==> config.mk <==
export PLATFORM = sky130hd
export DESIGN_NAME = debounced_button_multitap
export DESIGN_NICKNAME = d
export VERILOG_FILES = /design/src/design/dbm_pkg.sv /design/src/design/debounced_button_multitap.sv /design/src/design/dbm_cfg.sv /design/src/design/dbm_core.sv
export SDC_FILE = /design/constraint.sdc
export NUM_CORES = 1
export LEC_CHECK = 0
export ABC_CLOCK_PERIOD_IN_PS = 13250
export BUFFER_PORTS_ARGS = -buffer_cell sky130_fd_sc_hd__buf_2
export CAP_MARGIN = 10
export CORE_UTILIZATION = 62
export DETAILED_ROUTE_END_ITERATION = 6
export HOLD_SLACK_MARGIN = 0.1
export PLACE_DENSITY_LB_ADDON = 0.05
export REMOVE_ABC_BUFFERS = 1
export SYNTH_ARGS = -nofsm -noshare
export SYNTH_HDL_FRONTEND = slang
export SYNTH_SLANG_ARGS = --single-unit
==> constraint.sdc <==
create_clock -name clk -period 13.25 [get_ports clk]
set_input_delay 1.325 -clock clk [delete_from_list [all_inputs] [get_ports clk]]
set_output_delay 1.325 -clock clk [all_outputs]
set_load 0.005 [all_outputs]
==> src/design/dbm_pkg.sv <==
// Shared types, widths and register codes for the debounced button block.
package dbm_pkg;

    // Width of the wrapping tick counter and of all stored tick values.
    localparam int TIME_WIDTH = 32;
    // Width of the saturating tap counter.
    localparam int TAP_COUNT_WIDTH = 8;
    // Widths of the reported fields.
    localparam int TICK_OUT_WIDTH = 32;
    localparam int TAPS_OUT_WIDTH = 8;
    // Configuration port geometry.
    localparam int DATA_WIDTH = 32;
    localparam int ADDR_WIDTH = 4;
    localparam int REG_INDEX_WIDTH = 2;

    localparam logic [TAP_COUNT_WIDTH-1:0] TAP_MAX = '1;

    typedef logic [TIME_WIDTH-1:0] tick_t;
    typedef logic [TAP_COUNT_WIDTH-1:0] tap_count_t;

    // Register indexes on the configuration port.
    typedef enum logic [REG_INDEX_WIDTH-1:0] {
        REG_ACTIVE_LOW     = 2'd0,
        REG_RECORD_TAPS    = 2'd1,
        REG_DEBOUNCE_TICKS = 2'd2,
        REG_MULTITAP_TICKS = 2'd3
    } reg_index_t;

    // Current configuration as seen by the datapath.
    typedef struct packed {
        logic        active_low;
        logic        record_taps;
        logic [15:0] debounce_ticks;
        logic [15:0] multitap_ticks;
    } cfg_t;

    // One result item.
    typedef struct packed {
        logic                      is_pressed;
        logic                      new_tap;
        logic                      event_valid;
        logic [TAPS_OUT_WIDTH-1:0] event_taps;
        logic [TICK_OUT_WIDTH-1:0] event_start;
        logic [TICK_OUT_WIDTH-1:0] event_end;
        logic [TICK_OUT_WIDTH-1:0] held_ticks;
    } result_t;

    // Fit a tick value to the reported field width.
    function automatic logic [TICK_OUT_WIDTH-1:0] tick_out(input tick_t t);
        logic [TIME_WIDTH+TICK_OUT_WIDTH-1:0] ext;
        ext = {{TICK_OUT_WIDTH{1'b0}}, t};
        return ext[TICK_OUT_WIDTH-1:0];
    endfunction

    // Fit a tap count to the reported field width.
    function automatic logic [TAPS_OUT_WIDTH-1:0] taps_out(input tap_count_t c);
        logic [TAP_COUNT_WIDTH+TAPS_OUT_WIDTH-1:0] ext;
        ext = {{TAPS_OUT_WIDTH{1'b0}}, c};
        return ext[TAPS_OUT_WIDTH-1:0];
    endfunction

endpackage

==> src/design/debounced_button_multitap.sv <==
// Top level of the debounced push button with multi-tap event grouping.
//
// Each request on the input channel is one time tick carrying the raw pin
// level (req_valid, req_stall, pin_level). Every request produces exactly one
// result on the output channel (res_valid, res_stall and the result fields):
// the debounced state, a new-tap pulse, a finished tap event if one closed
// on that tick, and the ticks since the last accepted change.
// A request is registered at the edge it is accepted and then processed by
// the update logic; its result is loaded into the output register once that
// register is free, and res_valid rises with it. One request is taken every
// cycle as long as the output side keeps up; the loop through the state
// registers sets that rate. When the receiver raises res_stall, the result
// holds in the output register, the registered request waits, and req_stall
// rises only once both are occupied. Reset clears the tick counter, tap state
// and pipeline, puts the button in the released state and loads the register
// defaults; the block accepts requests as soon as reset is released. The user
// must write registers over the APB-style port only while no request is in
// flight; the block itself does not enforce this.
module debounced_button_multitap
    import dbm_pkg::*;
(
    input  logic                      clk,
    input  logic                      rst_n,
    input  logic                      psel,
    input  logic                      penable,
    input  logic                      pwrite,
    input  logic [ADDR_WIDTH-1:0]     paddr,
    input  logic [DATA_WIDTH-1:0]     pwdata,
    output logic [DATA_WIDTH-1:0]     prdata,
    output logic                      pready,
    input  logic                      req_valid,
    output logic                      req_stall,
    input  logic                      pin_level,
    output logic                      res_valid,
    input  logic                      res_stall,
    output logic                      is_pressed,
    output logic                      new_tap,
    output logic                      event_valid,
    output logic [TAPS_OUT_WIDTH-1:0] event_taps,
    output logic [TICK_OUT_WIDTH-1:0] event_start,
    output logic [TICK_OUT_WIDTH-1:0] event_end,
    output logic [TICK_OUT_WIDTH-1:0] held_ticks
);

    cfg_t    cfg;
    result_t result;
    result_t res_reg;
    logic    in_valid_reg, in_valid_next;
    logic    pin_reg;
    logic    out_valid_reg, out_valid_next;
    logic    out_free;
    logic    advance;
    logic    accept;

    dbm_cfg u_cfg (
        .clk     (clk),
        .rst_n   (rst_n),
        .psel    (psel),
        .penable (penable),
        .pwrite  (pwrite),
        .paddr   (paddr),
        .pwdata  (pwdata),
        .prdata  (prdata),
        .pready  (pready),
        .cfg     (cfg)
    );

    dbm_core u_core (
        .clk    (clk),
        .rst_n  (rst_n),
        .cfg    (cfg),
        .step   (advance),
        .pin    (pin_reg),
        .result (result)
    );

    // Pipeline flow control.
    always_comb
    begin
        out_free       = !out_valid_reg || !res_stall;
        advance        = in_valid_reg && out_free;
        req_stall      = in_valid_reg && !out_free;
        accept         = req_valid && !req_stall;
        in_valid_next  = accept || (in_valid_reg && !advance);
        out_valid_next = advance || (out_valid_reg && res_stall);
    end

    // Valid bits.
    always_ff @(posedge clk or negedge rst_n)
    begin
        if (!rst_n)
        begin
            in_valid_reg  <= 1'b0;
            out_valid_reg <= 1'b0;
        end
        else
        begin
            in_valid_reg  <= in_valid_next;
            out_valid_reg <= out_valid_next;
        end
    end

    // Input and result payload registers.
    always_ff @(posedge clk)
    begin
        if (accept)
        begin
            pin_reg <= pin_level;
        end
        if (advance)
        begin
            res_reg <= result;
        end
    end

    assign res_valid   = out_valid_reg;
    assign is_pressed  = res_reg.is_pressed;
    assign new_tap     = res_reg.new_tap;
    assign event_valid = res_reg.event_valid;
    assign event_taps  = res_reg.event_taps;
    assign event_start = res_reg.event_start;
    assign event_end   = res_reg.event_end;
    assign held_ticks  = res_reg.held_ticks;

endmodule

==> src/design/dbm_cfg.sv <==
// Configuration register file with an APB-style access port.
module dbm_cfg
    import dbm_pkg::*;
(
    input  logic                  clk,
    input  logic                  rst_n,
    input  logic                  psel,
    input  logic                  penable,
    input  logic                  pwrite,
    input  logic [ADDR_WIDTH-1:0] paddr,
    input  logic [DATA_WIDTH-1:0] pwdata,
    output logic [DATA_WIDTH-1:0] prdata,
    output logic                  pready,
    output cfg_t                  cfg
);

    cfg_t       cfg_reg;
    cfg_t       cfg_next;
    reg_index_t index;
    logic       wr_en;

    assign pready = 1'b1;
    assign index  = reg_index_t'(paddr[ADDR_WIDTH-1:2]);
    assign wr_en  = psel && penable && pwrite;
    assign cfg    = cfg_reg;

    // Write decode.
    always_comb
    begin
        cfg_next = cfg_reg;
        if (wr_en)
        begin
            unique case (index)
                REG_ACTIVE_LOW:     cfg_next.active_low     = pwdata[0];
                REG_RECORD_TAPS:    cfg_next.record_taps    = pwdata[0];
                REG_DEBOUNCE_TICKS: cfg_next.debounce_ticks = pwdata[15:0];
                REG_MULTITAP_TICKS: cfg_next.multitap_ticks = pwdata[15:0];
                default:            cfg_next = cfg_reg;
            endcase
        end
    end

    // Read decode.
    always_comb
    begin
        unique case (index)
            REG_ACTIVE_LOW:     prdata = {{(DATA_WIDTH-1){1'b0}}, cfg_reg.active_low};
            REG_RECORD_TAPS:    prdata = {{(DATA_WIDTH-1){1'b0}}, cfg_reg.record_taps};
            REG_DEBOUNCE_TICKS: prdata = {{(DATA_WIDTH-16){1'b0}}, cfg_reg.debounce_ticks};
            REG_MULTITAP_TICKS: prdata = {{(DATA_WIDTH-16){1'b0}}, cfg_reg.multitap_ticks};
            default:            prdata = '0;
        endcase
    end

    // Register storage with reset values.
    always_ff @(posedge clk or negedge rst_n)
    begin
        if (!rst_n)
        begin
            cfg_reg.active_low     <= 1'b1;
            cfg_reg.record_taps    <= 1'b1;
            cfg_reg.debounce_ticks <= 16'd50;
            cfg_reg.multitap_ticks <= 16'd300;
        end
        else
        begin
            cfg_reg <= cfg_next;
        end
    end

endmodule

==> src/design/dbm_core.sv <==
// Debounce and multi-tap state with the per-tick update logic.
module dbm_core
    import dbm_pkg::*;
(
    input  logic    clk,
    input  logic    rst_n,
    input  cfg_t    cfg,
    input  logic    step,
    input  logic    pin,
    output result_t result
);

    tick_t      tick_reg, tick_next;
    logic       stable_reg, stable_next;
    tick_t      change_reg, change_next;
    tick_t      tap_tick_reg, tap_tick_next;
    tap_count_t count_reg, count_next;
    tick_t      start_reg, start_next;

    logic       pressed_level;
    tick_t      since_change;
    tick_t      since_tap;
    logic       settled;

    // One tick of debounce and tap grouping.
    always_comb
    begin
        pressed_level = ~cfg.active_low;
        tick_next     = tick_reg + 1'b1;
        since_change  = tick_next - change_reg;
        since_tap     = tick_next - tap_tick_reg;
        settled       = since_change >= TIME_WIDTH'(cfg.debounce_ticks);

        stable_next   = stable_reg;
        change_next   = change_reg;
        tap_tick_next = tap_tick_reg;
        count_next    = count_reg;
        start_next    = start_reg;

        result             = '0;

        if (settled)
        begin
            if (pin == stable_reg)
            begin
                // Quiet line: close an open event once its timeout runs out.
                if (cfg.record_taps && count_reg != '0 &&
                    since_tap >= TIME_WIDTH'(cfg.multitap_ticks))
                begin
                    result.event_valid = 1'b1;
                    result.event_taps  = taps_out(count_reg);
                    result.event_start = tick_out(start_reg);
                    result.event_end   = tick_out(tick_next);
                    count_next         = '0;
                    start_next         = '0;
                end
            end
            else
            begin
                // Accepted change; a press counts as a tap.
                if (pin == pressed_level)
                begin
                    if (cfg.record_taps)
                    begin
                        if (count_reg == '0)
                        begin
                            start_next = tick_next;
                        end
                        if (count_reg != TAP_MAX)
                        begin
                            count_next = count_reg + 1'b1;
                        end
                        tap_tick_next = tick_next;
                    end
                    result.new_tap = 1'b1;
                end
                stable_next = pin;
                change_next = tick_next;
            end
        end

        result.is_pressed = (stable_next == pressed_level);
        result.held_ticks = tick_out(tick_next - change_next);
    end

    // State registers advance once per processed tick.
    always_ff @(posedge clk or negedge rst_n)
    begin
        if (!rst_n)
        begin
            tick_reg     <= '0;
            stable_reg   <= 1'b1;
            change_reg   <= '0;
            tap_tick_reg <= '0;
            count_reg    <= '0;
            start_reg    <= '0;
        end
        else if (step)
        begin
            tick_reg     <= tick_next;
            stable_reg   <= stable_next;
            change_reg   <= change_next;
            tap_tick_reg <= tap_tick_next;
            count_reg    <= count_next;
            start_reg    <= start_next;
        end
    end

endmodule

==> metrics.cfg, run 1 <==
[drt]
routed_wl_um = 45800
routedWlPerCell_um = 18.2
antenna_left = 0
num_vias = 14759
vias_per_cell = 5.89
drtPass1Iterations = 6
dr.first_iter.drc_count = 1187
drc = 0

[timing]
maxSlewViolCount = 0
hold_viol = 0
setup_violations = 0
max_freq_mhz = 87.4
holdWs_ns = 0.503
rsz0062_at_grt = false
fin_skew_ns = 0.0317
timing.setup.tns_ns = 0
final.setup.worst_slack_ns = 1.81
finalCriticalPeriod_ns = 11.44
slew_headroom = 0.216
period_share = 0.863
tightest_slew_ns = 1.18

[critical_path]
cp_slowest_stage_delay_ns = 0.70
critPathSlowestCell = dfrtp_1
worstPathArrival_ns = 11.74
crit_required_ns = 13.55
cp_common_cell = ha_1
critical_path.startpoint_type = flip-flop
endpoint_kind = flip-flop
critPathKind = flip-flop to flip-flop
cp_max_fo = 55

[run_status]
status = finished clean

[clock_tree]
cts_resized = 0
numCtsBuffers = 30
clock_latency_ns = 0.58
clock_sinks = 281
cts_tree = done
clk_pin_slew_worst_paths_ns = 0.06
clockBufferDepth = 3
clock_tree.root_cell = clkbuf_16
htreeDepth = 1
hold_buffers = 0
cts_setup_buffers = 0

[power]
leakage_uw = 0.00969
intPower_uw = 2420
clkPwrFrac = 0.234
vdd_drop_max_mv = 0.126
power_frac_comb = 0.456
power_frac_seq = 0.310
p_switching_uw = 1550
power_density_nw_per_um2 = 193
switching_share = 0.390

[placed_design]
place_ws_ns = 2.04
gp_congestion = 0.900
place_hpwl_um = 34100
port_buffers = 150

[floorplanning]
ios = 186
start_util = 0.638
coreArea_um2 = 29000
die_x_um = 175
die_h_um = 175
row_count = 62
dieArea_um2 = 30600

[synth]
syn_area_um2 = 18500
synth_edf_count = 108
async_flop_share = 0.616
ys.flop_type = dfrtp_1
yosysSeqAreaShare = 0.410
syn_inst = 1972
ys_ff_latch = 281
ys_warn_count = 0
syn_avg_cell_area_um2 = 9.39
ys_types = 93

[cells_and_area]
final_cell_mix = 187 x nand2_1, 169 x inv_1, 163 x dfrtp_1
final_common_cell = nand2_1
drive_gt1_frac = 0.143
final_nets = 2272
area_growth_syn_to_layout_pct = 11.0
largest_reg_flops = 34

[global_routing]
antenna_found_initial = 1
grt_use_total = 0.301
grt_max_degree = 94
grt_pass1_vias = 14093
grt_pass1_wl_um = 73600
overflow = 0

[min_path]
min_path_type = flip-flop to flip-flop

[job]
max_cap_viol_count = 0

-- metal layers --
metal | track usage | part of all wire | up-vias
li1 | - | - | 7131
met1 | 0.437 | 0.46 | 7049
met2 | 0.469 | 0.44 | 492
met3 | 0.0455 | 0.069 | 87
met4 | 0.0855 | 0.026 | 0
met5 | 0 | 0 | -
-- critical path, delay by kind of cell (launching register included) --
family	cells	cell delay [ns]
flip-flops	1	0.70
adder cells (fa/ha/maj)	4	1.22
AO/OA/AOI/OAI	15	4.88
buffers and inverters	2	0.51
multiplexers	1	0.34
XOR/XNOR	3	0.52
AND/OR/NAND/NOR	13	2.96
-- per-stage QoR --
| step | cells | cell area [um2] | total power, uW | util |
|---|---|---|---|---|
| after floorplan | 1897 | 18000 | 2540 | - |
| after global placement | 2449 | 19500 | 2950 | 0.671 |
| after detailed placement | 2449 | 19500 | 3020 | 0.671 |
| after CTS | 2505 | 20600 | 3960 | 0.709 |
| after global routing | 2505 | 20600 | 4240 | 0.709 |
| final | 2507 | 20600 | 3960 | 0.709 |
-- final timing paths --
check,slack (ns),end,startpoint,cells past startpoint
setup / recovery,1.81,held_ticks[29],u_core.tick_reg[0],38
hold / removal,0.50,u_core.start_reg[1],u_core.start_reg[1],1
setup reg to reg,1.81,held_ticks[29],u_core.tick_reg[0],38
hold reg to reg,0.50,u_core.start_reg[1],u_core.start_reg[1],1
max in group asynchronous,10.79,u_core.tap_tick_reg[20],rst_n,2
min in group asynchronous,0.84,u_cfg.cfg[1],rst_n,1
-- synth_stat cells, drive strengths merged (10+ instances only) --
library cell | n | share of area
a21o | 30 | 0.012
xor2 | 45 | 0.021
inv | 170 | 0.034
nand4 | 25 | 0.0084
o21bai | 15 | 0.0061
nand2b | 16 | 0.0054
nand3 | 44 | 0.012
ha | 128 | 0.086
xnor2 | 78 | 0.037
clkbuf | 53 | 0.011
mux2 | 47 | 0.033
o21ai | 135 | 0.037
edfxtp | 108 | 0.18
o21a | 14 | 0.0057
mux2i | 39 | 0.021
dfrtp | 163 | 0.22
and3 | 26 | 0.0089
o211ai | 11 | 0.0045
a21oi | 136 | 0.037
nor2 | 160 | 0.032
a211oi | 23 | 0.0093
nor3 | 17 | 0.0046
nor2b | 26 | 0.0088
and2 | 81 | 0.027
dfstp | 10 | 0.014
nand2 | 187 | 0.038
buf | 34 | 0.015
-- power groups by stage --
stage               clock (uW)  combinational (uW)  sequential (uW)
detailed placement           0                1780             1240
global route               964                2020             1250
global placement             0                1720             1230
floorplan                    0                1320             1220
finish                     927                1810             1230
CTS                        932                1800             1230
-- cell type report --
class	count	area, um2
antenna	2	5.00
clock buffer	33	772
clock inverter	23	324
fill	2251	8450
inverter	170	641
multi-input combinational	1446	9860
sequential	281	7580
tap	384	480
timing repair buffer	168	892
-- logic make-up (layout without fill, tap and decap cells) --
logic type      Yosys count  after routing  synth area share
xor+xnor                124            124            0.0595
simple gates            634            634             0.168
flops                   281            281             0.410
buf+inv                 260            394            0.0629
compound gates          453            453             0.154
mux                      87             87            0.0557
fa+ha+maj               131            131            0.0897
other cells               2             19          0.000406
(Power assumes the default switching activity.)
==> run 2: changes to the inputs <==
--- a/config.mk
+++ b/config.mk
@@ -5,13 +5,13 @@
 export SDC_FILE = /design/constraint.sdc
 export NUM_CORES = 1
 export LEC_CHECK = 0
-export ABC_CLOCK_PERIOD_IN_PS = 13250
+export ABC_CLOCK_PERIOD_IN_PS = 10280
 export BUFFER_PORTS_ARGS = -buffer_cell sky130_fd_sc_hd__buf_2
 export CAP_MARGIN = 10
-export CORE_UTILIZATION = 62
+export CORE_UTILIZATION = 55
 export DETAILED_ROUTE_END_ITERATION = 6
 export HOLD_SLACK_MARGIN = 0.1
-export PLACE_DENSITY_LB_ADDON = 0.05
+export PLACE_DENSITY = 0.83
 export REMOVE_ABC_BUFFERS = 1
 export SYNTH_ARGS = -nofsm -noshare
 export SYNTH_HDL_FRONTEND = slang
==> constraint.sdc (replaced) <==
create_clock -name clk -period 10.28 [get_ports clk]
set_input_delay 1.028 -clock clk [delete_from_list [all_inputs] [get_ports clk]]
set_output_delay 1.028 -clock clk [all_outputs]
set_load 0.005 [all_outputs]
==> run 2 against run 1 <==
The run now ends with design-rule violations left. Clock power grew 15%. Via count is 1.9% higher. Final cell count increased by 2.9%. Sequential cell count did not move. Power up 28%. Critical path depth increased by 3.
==> metrics.cfg, run 2 (same netlist as run 1, synthesis figures left out) <==
[run_status]
status = finished with violations
violations = design-rule violations

[critical_path]
critical_path.startpoint_type = flip-flop
path_delay_family = compound AO/OA/AOI/OAI gates
crit_required_ns = 10.57
r2r-start = u_core.tick_reg[2]
endpoint_kind = flip-flop
worstPathArrival_ns = 9.96
reg2reg_depth = 41
cp_max_fo = 19
rr_endpoint = held_ticks[28]
rrSetupSlack_ns = 0.61
cp_slowest_stage_delay_ns = 0.46
path_buf_inv = 4
critPathKind = flip-flop to flip-flop
critPathSlowestCell = ha_2

[clock_tree]
clock_tree.root_cell = clkbuf_16
htreeDepth = 1
clockBufferDepth = 3
numCtsBuffers = 29
clock_latency_ns = 0.57
cts_tree = done
cts_setup_buffers = 0
clk_pin_slew_worst_paths_ns = 0.06
clock_sinks = 281

[floorplanning]
die_h_um = 185
coreArea_um2 = 32900
ios = 186
row_count = 66
dieArea_um2 = 34400
die_x_um = 185
start_util = 0.563

[cells_and_area]
multi_input_area_um2 = 9880
nFillCells = 2705
final_common_cell = nand2_1
area_growth_syn_to_layout_pct = 11.6
drive_gt1_frac = 0.151
final_nets = 2290
final_cell_mix = 187 x nand2_1, 169 x inv_1, 163 x dfrtp_1
diodes = 0
largest_reg_flops = 34
fin_cells = 2580
seqCellArea_um2 = 7580
post-route-util = 0.629

[global_routing]
antenna_found_initial = 0
grt_pass1_vias = 14538
overflow = 0
grt_pass1_wl_um = 74400
grt_max_degree = 74
grt_use_total = 0.273

[timing]
finalCriticalPeriod_ns = 9.67
hold_viol = 0
tightest_slew_ns = 1.16
maxSlewViolCount = 0
slew_headroom = 0.229
max_freq_mhz = 103
setup_violations = 0
period_share = 0.940
timing.setup.tns_ns = 0
fin_skew_ns = 0.0401
final.setup.worst_slack_ns = 0.612

[drt]
routedWlPerCell_um = 18.0
antenna_left = 0
drtPass1Iterations = 7
dr.first_iter.drc_count = 1288
vias_per_cell = 5.83
drc = 1
num_vias = 15034
routed_wl_um = 46500

[power]
power_uw = 5070
vdd_drop_max_mv = 0.159
power_density_nw_per_um2 = 245
leakage_uw = 0.00975

[min_path]
min_path_type = input port to async pin

[placed_design]
place_hpwl_um = 35300
port_buffers = 150
dpl.cell_count = 2526
place_ws_ns = 0.629
gp_congestion = 0.950

[job]
max_cap_viol_count = 0

[run 2: power breakdown]
| group | leakage [uW] | internal (uW) | switching (uW) |
|---|---|---|---|
| clock | 0.000478 | 632 | 440 |
| combinational | 0.00602 | 999 | 1420 |
| sequential | 0.00325 | 1440 | 140 |
[run 2: worst max-delay path by stage]
stage                       startpoint                  end  slack [ns]  depth (start not counted)
CTS                 u_core.tick_reg[1]       held_ticks[29]        0.57                         39
global route        u_core.tick_reg[2]       held_ticks[30]       -0.03                         39
finish              u_core.tick_reg[2]       held_ticks[28]        0.61                         41
floorplan           u_core.tick_reg[0]  u_core.count_reg[2]        0.67                         24
detailed placement  u_core.tick_reg[1]       held_ticks[29]        0.63                         39
global placement    u_core.tick_reg[2]       held_ticks[29]        0.85                         38
[run 2: cell type report]
class | count | share of cell area
inverters | 170 | 0.0310
clock inverters | 12 | 0.00702
clock buffers | 42 | 0.0399
flip-flops and latches | 281 | 0.367
well taps | 442 | 0.0268
multi-input cells | 1446 | 0.478
repair buffers | 187 | 0.0501
[run 2: metrics by stage]
| step | instance area (um2) | hold slack (ns) |
|---|---|---|
| 2_1_floorplan | 18000 | 0.457 |
| 3_3_place_gp | 19700 | 0.472 |
| 3_5_place_dp | 19700 | 0.489 |
| 4_1_cts | 20600 | 0.390 |
| 5_1_grt | 20700 | 0.416 |
| 6_report | 20700 | 0.388 |
[run 2: repair_timing]
item / 4_1_cts / 5_1_grt
hold buffers: 0 / 0
hold endpoints to repair: 0 / 0
setup endpoints to repair: 0 / 7
resized for setup: 0 / 10
[run 2: layer usage]
metal | wire (um) | global-route usage | part of all wire
met4 | 1210 | 0.0869 | 0.026
met5 | 0 | 0 | 0
met1 | 20800 | 0.379 | 0.45
met2 | 21300 | 0.440 | 0.46
met3 | 3260 | 0.0376 | 0.070
==> run 3: changes to the inputs <==
--- a/config.mk
+++ b/config.mk
@@ -5,6 +5,7 @@
 export SDC_FILE = /design/constraint.sdc
 export NUM_CORES = 1
 export LEC_CHECK = 0
+export ABC_AREA = 1
 export ABC_CLOCK_PERIOD_IN_PS = 10280
 export BUFFER_PORTS_ARGS = -buffer_cell sky130_fd_sc_hd__buf_2
 export CAP_MARGIN = 10
==> run 3 against run 2 <==
Cell area is 7.3% higher. Critical endpoint is now held_ticks[30]. Global-route usage grew 4.7 points. Highest routed layer is now met5. Synthesized cell count up 42%. First-iteration DRC count increased by 18%. Clock-buffer cell count unchanged. Routed wire length is 25% higher. Worst setup slack improved by 0.85 ns. Register-to-register slack improved by 0.85 ns. Area after synthesis is 8.1% higher. The run still ends with design-rule violations left. Maximum frequency rose by 9.7%. Clock skew is 0.032 ns lower. Largest cell class unchanged. Worst hold slack got worse by 0.022 ns.
==> metrics.cfg, run 3 <==
[run_status]
status = finished with violations
violations = design-rule violations

[drt]
num_vias = 18831
wl_met2_um = 27300
wl_met3_um = 4480
routedWlPerCell_um = 17.0
top_layer = met5
wl_met1_um = 25000
drc = 32
dr.first_iter.drc_count = 1521
drtPass1Iterations = 7
vias_per_cell = 5.49
antenna_left = 0
routed_wl_um = 58400

[critical_path]
critPathSlowestCell = o41ai_1
critPathKind = flip-flop to flip-flop
cp_slowest_stage_delay_ns = 0.84
r2r-start = u_core.tick_reg[0]
endpoint_kind = flip-flop
startpoint = u_core.tick_reg[0]
critical_path.startpoint_type = flip-flop
rrSetupSlack_ns = 1.46
worstSetupEndpoint = held_ticks[30]
worstPathArrival_ns = 9.13
reg2reg_depth = 38
cp_max_fo = 9
crit_required_ns = 10.59
rr_endpoint = held_ticks[30]

[clock_tree]
numCtsBuffers = 30
cts_tree = done
clock_tree.root_cell = clkbuf_16
hold_buffers = 0
clk_pin_slew_worst_paths_ns = 0.06
cts_setup_buffers = 0
clock_sinks = 281
clock_latency_ns = 0.57
cts_resized = 0
htreeDepth = 1
clockBufferDepth = 3

[timing]
finalCriticalPeriod_ns = 8.82
maxSlewViolCount = 0
period_share = 0.858
fin_skew_ns = 0.00822
hold_viol = 0
tightest_slew_ns = 1.19
setup_violations = 0
max_freq_mhz = 113
final.setup.worst_slack_ns = 1.46
slew_headroom = 0.201
rsz0062_at_grt = false

[cells_and_area]
drive_gt1_frac = 0.103
post-route-util = 0.622
diodes = 0
area_growth_syn_to_layout_pct = 10.7
nFillCells = 3199
fin_cells = 3429
multi_input_area_um2 = 10300
final_cell_mix = 848 x nand2_1, 463 x inv_1, 289 x nor2_1
fin_area_um2 = 22200
final_common_cell = nand2_1
final_nets = 3119
largest_reg_flops = 34
seqCellArea_um2 = 7580

[synth]
ys.flop_type = dfrtp_1
yosysTopAreaCell = dfrtp_1
synth_top_area_frac = 0.204
syn_inst = 2801
synthTopCellsByArea = dfrtp_1 20%, edfxtp_1 16%, nand2_1 16%
ys_warn_count = 0
synthTopCellsByCount = 849 x nand2_1, 463 x inv_1, 292 x nor2_1
synth_edf_count = 108
yosysSeqAreaShare = 0.379
async_flop_share = 0.616
yosys.cell_count.top_type = nand2_1
ys_types = 51
syn_avg_cell_area_um2 = 7.15
ys_ff_latch = 281
syn_area_um2 = 20000

[global_routing]
overflow = 0
antenna_found_initial = 1
grt_use_total = 0.319
grt_max_degree = 82
grt_pass1_vias = 17824
grt_pass1_wl_um = 92800

[placed_design]
place_hpwl_um = 45200
port_buffers = 150
dpl_cell_area_um2 = 21200
dpl.cell_count = 3373
gp_congestion = 0.958
place_ws_ns = 1.77

[floorplanning]
row_count = 69
dieArea_um2 = 37200
coreArea_um2 = 35700
start_util = 0.561
die_x_um = 193
die_h_um = 193
ios = 186

[job]
max_cap_viol_count = 0

[min_path]
min_path_type = input port to async pin

-- run 3: changes by cell type in the layout (fill, tap and decap cells not counted), sizes merged, moves of 20 or more --
cell | previous run | this run
nor2 | 160 | 302
nor2b | 26 | 0
xnor2 | 78 | 14
mux2i | 39 | 0
and2 | 81 | 3
inv | 172 | 468
mux2 | 47 | 0
nand2 | 187 | 891
a21o | 30 | 4
nand3 | 44 | 96
nand4 | 25 | 80
and3 | 26 | 2
xor2 | 45 | 69
a21oi | 136 | 116
-- run 3: area by class of cell --
class	count	area share
Multi-Input combinational cell	1986	0.464
Sequential cell	281	0.342
Inverter	467	0.0791
Timing Repair Buffer	178	0.0436
Clock buffer	42	0.0382
Tap cell	461	0.0260
Clock inverter	14	0.00723
-- run 3: through the flow --
| stage | hold WS [ns] | TNS (ns) |
|---|---|---|
| 6_report | 0.366 | 0 |
| 5_1_grt | 0.383 | 0 |
| 4_1_cts | 0.365 | 0 |
| 3_5_place_dp | 0.469 | 0 |
| 3_3_place_gp | 0.462 | 0 |
| 2_1_floorplan | 0.434 | -45.10 |
-- run 3: cell families after synthesis --
family,share of synthesized area
AND/OR/NAND/NOR,0.301
buffers and inverters,0.112
AO/OA/AOI/OAI,0.0888
flip-flops,0.379
adder cells (fa/ha/maj),0.0830
XOR/XNOR,0.0363
other,0.000375
-- run 3: metal layers --
layer	up-vias	global-route usage
met5	-	0
met4	2	0.100
met3	103	0.0456
met2	737	0.527
met1	8853	0.431
li1	9136	-
-- run 3: critical path, delay by kind of cell (launching register included) --
family	cells	cell delay (ns)
AOI/OAI and AO/OA	10	3.12
and+or+nand+nor	15	2.40
adders and majority gates	5	1.31
xor gates and xnor gates	2	0.44
buffers and inverters	6	0.97
DFF	1	0.32
-- run 3: worst min-delay path by stage --
stage                               end  cells after the start
detailed placement  u_core.start_reg[1]                      2
global placement    u_core.start_reg[0]                      2
floorplan                     res_valid                      2
global route               u_cfg.cfg[6]                      1
CTS                       u_cfg.cfg[23]                      1
finish                    u_cfg.cfg[23]                      1
Power of run 3 is left out: the tool's default activity adds up to more than one toggle a clock period on the data nets, which glitch-free logic cannot reach.
